`src/rtl/core/qcwa_pkg.sv`:
```
// qcwa_pkg: shared types and fixed widths for the quad corner warp address block
// used by qcwa_axis and quad_corner_warp_address, depends on nothing else

package qcwa_pkg;

    localparam int CORNER_W = 18;   // signed q3.14 corner coordinate
    localparam int FRAC_W   = 14;   // fraction bits of a corner coordinate
    localparam int COORD_W  = 10;   // source and destination coordinate ports
    localparam int PIX_W    = 32;   // packed rgba pixel
    localparam int INDEX_W  = 20;   // linear destination address
    localparam int TW       = 32;   // row blend, signed, sized for frames up to 4096
    localparam int NW       = 46;   // full blend numerator, signed
    localparam int AXIS_LAT = 9;    // register stages in one axis pipeline

    localparam logic signed [CORNER_W-1:0] Q14_ONE = CORNER_W'(16384);

    typedef enum logic [2:0] {
        CFG_TLX,
        CFG_TLY,
        CFG_TRX,
        CFG_TRY,
        CFG_BLX,
        CFG_BLY,
        CFG_BRX,
        CFG_BRY
    } t_cfg_idx;

    // one coordinate of all four corners
    typedef struct packed {
        logic [CORNER_W-1:0] tl;
        logic [CORNER_W-1:0] tr;
        logic [CORNER_W-1:0] bl;
        logic [CORNER_W-1:0] br;
    } t_corners;

endpackage

```
`src/rtl/core/qcwa_axis.sv`:
```
// qcwa_axis: one axis of the warp, bilinear blend of the corners and exact
// round-to-nearest-even division by DIV*16384, then range check; uses qcwa_pkg

module qcwa_axis import qcwa_pkg::*; #(
    parameter int FRAME_WIDTH  = 1024,
    parameter int FRAME_HEIGHT = 1024,
    parameter int DIV          = 1024,
    parameter int LIMIT        = 1024,
    localparam int CW          = $clog2(LIMIT + 1)
) (
    input  logic           i_clk,
    input  logic           i_rst_n,
    input  logic           i_valid,
    input  t_corners       i_corners,
    input  logic [COORD_W-1:0] i_x,
    input  logic [COORD_W-1:0] i_y,
    output logic           o_valid,
    output logic [CW-1:0]  o_coord,
    output logic           o_ok
);

    localparam int DFW = CORNER_W + 1;
    localparam int QW  = $clog2(LIMIT + 2);
    localparam int MW  = $clog2((LIMIT + 1) * DIV + 1);
    localparam int RS  = MW;
    localparam int RMW = $clog2(2 * DIV + 1);
    localparam int HW  = NW - FRAC_W + 1;
    localparam int PW  = MW + RS + 1;

    localparam logic signed [TW-1:0] W_S   = TW'(FRAME_WIDTH);
    localparam logic signed [NW-1:0] H_S   = NW'(FRAME_HEIGHT);
    localparam logic signed [HW-1:0] DIV_S = HW'(DIV);
    localparam logic signed [HW-1:0] BIG_S = HW'((LIMIT + 1) * DIV);
    localparam logic [RS:0]          RECIP = (RS + 1)'((64'd1 << RS) / DIV);
    localparam logic [MW:0]          DIV_M = (MW + 1)'(DIV);
    localparam logic [RMW-1:0]       DIV_R = RMW'(DIV);
    localparam logic [RMW+FRAC_W-1:0] HALF = (RMW + FRAC_W)'(DIV) << (FRAC_W - 1);
    localparam logic [QW:0]          LIM_Q = (QW + 1)'(LIMIT);

    logic [AXIS_LAT-1:0] r_v;

    // stage 1: corner scaling and edge deltas
    logic signed [TW-1:0]  r1_tlw, r1_blw;
    logic signed [DFW-1:0] r1_dt, r1_db;
    logic [COORD_W-1:0]    r1_x, r1_y;
    // stage 2: top and bottom edge points
    logic signed [TW-1:0]  r2_tx, r2_bx;
    logic [COORD_W-1:0]    r2_y;
    // stage 3: products of the vertical blend
    logic signed [NW-1:0]  r3_p1, r3_p2;
    // stage 4: numerator
    logic signed [NW-1:0]  r4_n;
    // stage 5 onwards: offset quotient search
    logic [MW-1:0]         r5_m, r6_m;
    logic [FRAC_W-1:0]     r5_nl, r6_nl, r7_nl, r8_nl;
    logic                  r5_out, r6_out, r7_out, r8_out;
    logic [QW-1:0]         r6_qe, r7_qe, r8_qp;
    logic [RMW-1:0]        r7_rem, r8_rem;
    logic [CW-1:0]         r9_coord;
    logic                  r9_ok;

    logic signed [TW-1:0]  w_tx, w_bx;
    logic signed [TW:0]    w_d;
    logic signed [HW-1:0]  w_m;
    logic [PW-1:0]         w_prod;
    logic [MW:0]           w_qd, w_diff;
    logic [RMW+FRAC_W-1:0] w_r;
    logic                  w_up;
    logic [QW:0]           w_sum, w_rx;

    assign w_tx = r1_tlw + TW'(r1_dt) * $signed({{(TW - COORD_W){1'b0}}, r1_x});
    assign w_bx = r1_blw + TW'(r1_db) * $signed({{(TW - COORD_W){1'b0}}, r1_x});
    assign w_d  = (TW + 1)'(r2_bx) - (TW + 1)'(r2_tx);

    // floor by 2^14 first, offset by one divisor so the window of interest is non-negative
    assign w_m    = HW'($signed(r4_n[NW-1:FRAC_W])) + DIV_S;
    assign w_prod = PW'(r5_m) * PW'(RECIP);
    assign w_qd   = (MW + 1)'(r6_qe) * DIV_M;
    assign w_diff = {1'b0, r6_m} - w_qd;

    // remainder against half the divisor, ties go to the even quotient
    // (the held quotient is one above the true one, so its parity is inverted)
    assign w_r   = {r8_rem, r8_nl};
    assign w_up  = (w_r > HALF) || ((w_r == HALF) && !r8_qp[0]);
    assign w_sum = {1'b0, r8_qp} + (QW + 1)'(w_up);
    assign w_rx  = w_sum - (QW + 1)'(1);

    always_ff @(posedge i_clk) begin
        if (!i_rst_n) begin
            r_v <= '0;
        end else begin
            r_v <= {r_v[AXIS_LAT-2:0], i_valid};
        end
    end

    always_ff @(posedge i_clk) begin
        r1_tlw <= TW'($signed(i_corners.tl)) * W_S;
        r1_blw <= TW'($signed(i_corners.bl)) * W_S;
        r1_dt  <= DFW'($signed(i_corners.tr)) - DFW'($signed(i_corners.tl));
        r1_db  <= DFW'($signed(i_corners.br)) - DFW'($signed(i_corners.bl));
        r1_x   <= i_x;
        r1_y   <= i_y;

        r2_tx <= w_tx;
        r2_bx <= w_bx;
        r2_y  <= r1_y;

        r3_p1 <= NW'(r2_tx) * H_S;
        r3_p2 <= NW'(w_d) * $signed({{(NW - COORD_W){1'b0}}, r2_y});

        r4_n <= r3_p1 + r3_p2;

        r5_out <= (w_m < 0) || (w_m >= BIG_S);
        r5_m   <= w_m[MW-1:0];
        r5_nl  <= r4_n[FRAC_W-1:0];

        r6_qe  <= w_prod[RS +: QW];
        r6_m   <= r5_m;
        r6_nl  <= r5_nl;
        r6_out <= r5_out;

        r7_rem <= w_diff[RMW-1:0];
        r7_qe  <= r6_qe;
        r7_nl  <= r6_nl;
        r7_out <= r6_out;

        // reciprocal estimate can be one short
        if (r7_rem >= DIV_R) begin
            r8_qp  <= r7_qe + QW'(1);
            r8_rem <= r7_rem - DIV_R;
        end else begin
            r8_qp  <= r7_qe;
            r8_rem <= r7_rem;
        end
        r8_nl  <= r7_nl;
        r8_out <= r7_out;

        r9_coord <= w_rx[CW-1:0];
        r9_ok    <= !r8_out && (w_sum != '0) && (w_sum <= LIM_Q);
    end

    assign o_valid = r_v[AXIS_LAT-1];
    assign o_coord = r9_coord;
    assign o_ok    = r9_ok;

endmodule
```
`config.mk`:
```
export PLATFORM = sky130hd
export DESIGN_NAME = qcwa_axis
export DESIGN_NICKNAME = d
export VERILOG_FILES = /design/src/rtl/core/qcwa_pkg.sv /design/src/rtl/core/qcwa_axis.sv
export SDC_FILE = /design/constraint.sdc
export NUM_CORES = 2
export LEC_CHECK = 0
export BUFFER_PORTS_ARGS = -buffer_cell sky130_fd_sc_hd__buf_2
export CAP_MARGIN = 20
export CORE_MARGIN = 2
export CORE_UTILIZATION = 50
export DETAILED_ROUTE_END_ITERATION = 8
export HOLD_SLACK_MARGIN = 0.1
export PLACE_DENSITY_LB_ADDON = 0.1
export SLEW_MARGIN = 25
export SYNTH_ARGS = -nofsm -noshare
export SYNTH_HDL_FRONTEND = slang
export SYNTH_SLANG_ARGS = --single-unit
```
`constraint.sdc`:
```
create_clock -name i_clk -period 6.71 [get_ports i_clk]
set_input_delay 0.3355 -clock i_clk [delete_from_list [all_inputs] [get_ports i_clk]]
set_output_delay 0.3355 -clock i_clk [all_outputs]
set_load 0.005 [all_outputs]
```
After elaboration in Yosys (flattened, before gate mapping)

Index checks and enable logic that the tools add are counted.

Register bits: 455
Output and inout bits: 13
Logic and storage cells: 61

Add/subtract/negate cells: 12
Multiply operators: 3
$lt $le $gt $ge: 5
Equality and inequality tests: 1
Mux-type cells: 2
Reduce and logical (&&, ||, !) cells: 8

Operator list:

| operator               | number |
|---|---|
| $add 28x30->31         | 2 |
| $mul 19x11->30         | 2 |
| $add 41x43->44         | 1 |
| $mul 32x11->43         | 1 |
| $sub 18x18->19         | 2 |
| $ge 33x22->1 const B   | 1 |
| $lt 33x1->1 const B    | 1 |
| $sub 31x31->32         | 1 |
| $add 30x12->31 const B | 1 |
| $eq 26x24->1 const B   | 1 |
| $gt 26x24->1 const B   | 1 |
| $add 11x1->12          | 1 |
| $ge 12x11->1 const B   | 1 |
| $le 12x11->1 const B   | 1 |
| $mux 12                | 1 |
| $reduce_bool 12->1     | 1 |
| $sub 12x11->12 const B | 1 |
| $sub 12x12->12         | 1 |
| $add 11x1->11 const B  | 1 |
| $mux 11                | 1 |
| $sub 11x1->11 const B  | 1 |
| $logic_and 1x1->1      | 3 |
| $logic_not 1->1        | 2 |
| $logic_or 1x1->1       | 2 |

Longest topological paths before layout

Depth in word-level cells: 7
Gate-level depth with buffers: 34
Mapped depth without buffers: 34

Least setup slack after synthesis

OpenSTA, ideal clock, no wires.

Path type: register to register
Start point: register r2_bx[0]
End point: register r3_p2[35]
Setup time: 0.072 ns
Data arrival time: 7.280 ns
Data required time: 6.638 ns
Setup slack: -0.642 ns
Stages on the path, launching flop included: 34
Period minus slack after synthesis: 7.352 ns
Cells stage by stage: dfxtp_1 inv_1 ha_1 inv_1 fa_1 a21o_1 a21oi_1 o21ai_1 a31oi_1 o21bai_1 a21o_1 a21oi_1 o21ai_1 xor2_1 nand2_1 fa_1 fa_1 inv_1 fa_1 fa_1 inv_1 fa_1 inv_1 ha_1 a21o_1 a221oi_1 a21o_1 a21boi_0 a311oi_1 o21bai_1 a21o_1 a21o_1 a21oi_1 xnor2_1

Longest elaborated chain between the ends: 2

RTL lines:

| what                     | line             | RTL |
|---|---|---|
| start: declaration       | qcwa_axis.sv:47  | `logic signed [TW-1:0] r2_tx, r2_bx;` |
| start signal: assignment | qcwa_axis.sv:105 | `r2_bx <= w_bx;` |
| $sub 31x31->32           | qcwa_axis.sv:73  | `assign w_d = (TW + 1)'(r2_bx) - (TW + 1)'(r2_tx);` |
| $mul 32x11->43           | qcwa_axis.sv:109 | `r3_p2 <= NW'(w_d) * $signed({{(NW - COORD_W){1'b0}}, r2_y});` |
| end signal: assignment   | qcwa_axis.sv:109 |  |
| end: declaration         | qcwa_axis.sv:50  | `logic signed [NW-1:0] r3_p1, r3_p2;` |

Every way passes these cells.
A chain may end at the register's enable or synchronous reset.

Worst setup path after layout

Same ends and word-level chain as after synthesis.

==> results.json <==
{
  "synth_top_flop_cell": "dfxtp_1",
  "viasPerCell": 4.93,
  "firstDrtPassIters": 7,
  "boundaryPins": 108,
  "cts-buffers-inserted": 49,
  "post-synth-top-count-cell": "inv_1",
  "post-place-cells": 5688,
  "grt_setup_unrepaired": "true",
  "timing.final.ws_setup_ps": -533,
  "nFillCells": 7137,
  "clock-root-buffer": "clkbuf_16",
  "worstPathRequired_ps": 7260,
  "postSynth.asyncResetShare_pct": 0,
  "r2r-start": "r2_bx[0]",
  "synth-seq-area-share_pct": 21.9,
  "wl_per_cell_um": 16.0,
  "synth_top_area_cell": "fa_1",
  "die_area_mm2": 0.0845,
  "synth_top_area_share_pct": 32.1,
  "synth.avg_cell_area_um2": 9.55,
  "grt_pass1_wl_um": 158000,
  "die_w_um": 291,
  "drv_cap": 0,
  "core_area_mm2": 0.0817,
  "synth-edff-count": 0,
  "place_congestion": 0.872,
  "finalHoldViolations": 0,
  "nNetsFinal": 5884,
  "clock_skew_ps": 37.3,
  "start_kind": "flop",
  "grt.overflow.total": 0,
  "hold_path_class": "primary input to flop",
  "cts_sinks": 450,
  "grt_start_max_net_pins": 33,
  "cp.arrival_ps": 7790,
  "grt_pass1_vias": 30900,
  "synthTopCellsByArea": "fa_1, dfxtp_1, ha_1",
  "insertion_delay_ps": 630,
  "dp_hpwl_um": 77400,
  "drt_iter0_drc": 1159,
  "vias": 29000,
  "ant_nets": 0,
  "initial_core_util_pct": 50.3,
  "cts_tree": "yes",
  "min-delay-start": "i_corners[7]",
  "violations": "setup timing",
  "syn_nets": 5404,
  "slew_headroom_pct": 42.8,
  "syn_area_mm2": 0.0411,
  "yosysWarnings": 0,
  "ys_top_cells_by_count": "inv_1, fa_1, dfxtp_1",
  "antenna_found_initial": 1,
  "ys_types": 70,
  "fmax_mhz": 138,
  "crit_top_cell": "a21o_1",
  "syn_to_final_growth_pct": 19.5,
  "cp_slowest_stage_delay_ps": 570,
  "ys_seq_elements": 450,
  "stdcell_count": 5892,
  "fin_crit_sh_pct": 108,
  "die_h_um": 291,
  "clk_pin_slew_worst_paths_ps": 60,
  "drc": 0,
  "endpoint_kind": "flop",
  "reg2reg_slack_ps": -530,
  "cpMaxStageDelayCell": "fa_2",
  "maxSlewViolCount": 0,
  "drive_gt1_share_pct": 15.7,
  "syn_inst": 4304,
  "crit_type": "flop to flop",
  "num_rows": 105,
  "fin_util_pct": 60.1,
  "status": "finished with violations",
  "setup_viol": 22,
  "worstSetupStartpoint": "r2_bx[0]",
  "htree_levels": 2,
  "cts_buffer_depth": 3,
  "worstMarginPinSlew_ps": 856,
  "path_max_fanout": 7,
  "routed_wl_um": 94100,
  "grt.total_usage_pct": 23.3,
  "port_buffers": 107,
  "period_needed_ps": 7240
}
layout by cell type (no fill, tap or decap), drive strengths merged, types with 37 or more instances in the layout:
master / n
xor2: 54
xnor2: 145
clkbuf: 63
ha: 346
nor2b: 42
a21oi: 139
dfxtp: 450
and2: 363
a21o: 92
o21ai: 93
nand2b: 37
dlygate4sd3: 75
nand3: 44
nor2: 109
nand2: 413
inv: 911
fa: 659
buf: 485
registers in the layout, indices dropped and copies added, names as in the netlist, 14 cells and up:
register	flops
r1_blw	18
r1_db	19
r1_dt	19
r1_tlw	18
r2_bx	31
r2_tx	31
r3_p1	31
r3_p2	43
r4_n	44
r5_m	21
r5_nl	14
r6_nl	14
r7_nl	14
r8_nl	14
critical path: cells and delay by family (launching register included):
family          cells  cell delay [ps]
fa+ha+maj           8             3120
compound gates     17             2710
buf+inv             7              620
xor+xnor            2              370
flops               1              300
simple gates        1               50
cell type report:
type,instances,area (µm²),area share (%)
flip-flops and latches,450,9010,18.4
repair buffers,560,4250,8.66
clock buffers,63,1360,2.77
multi-input cells,2818,29300,59.7
inverters,905,3400,6.92
well taps,1070,1340,2.73
diodes,1,2.50,0.00510
clock inverters,25,402,0.818
cell families after synthesis:
logic type	synth area share [%]
flip-flops	21.9
AND/OR/NAND/NOR	13.6
buffers and inverters	9.47
multiplexers	0.356
XOR/XNOR	4.24
adder cells (fa/ha/maj)	42.6
AO/OA/AOI/OAI	7.78
other	0.00912
layer usage:
layer | share of wire [%] | global-route usage [%] | vias up
li1 | - | - | 14100
met1 | 45 | 31.3 | 14300
met2 | 48 | 40.1 | 542
met3 | 4.1 | 2.87 | 115
met4 | 2.3 | 5.66 | 0
met5 | 0 | 0 | -
what timing repair did:
action	4_1_cts	5_1_grt
setup endpoints to repair	24	26
hold endpoints to repair	83	0
hold buffers	75	0
pin swaps	90	53
gates resized for setup	119	49
buffers inserted	31	12
path summary, 6_finish.rpt:
kind / to / cells past startpoint
hold / removal: r1_db[7] / 3
hold reg to reg: r8_qp[6] / 0
setup / recovery: r3_p2[35] / 35
setup reg to reg: r3_p2[35] / 35
stage by stage:
step / TNS (ps) / hold slack [ps] / worst slack [ps] / area [µm²]
6_report: -6440 / 125 / -533 / 49100
5_1_grt: -12990 / 114 / -835 / 49100
4_1_cts: -5440 / 103 / -480 / 48800
2_1_floorplan: -46.1 / 310 / -28.7 / 41400
3_5_place_dp: -9770 / 312 / -641 / 45400
3_3_place_gp: -8330 / 310 / -583 / 45400
Power is not shown: default switching activity piles up to over one toggle a cycle in this logic, so the estimate is an artifact.
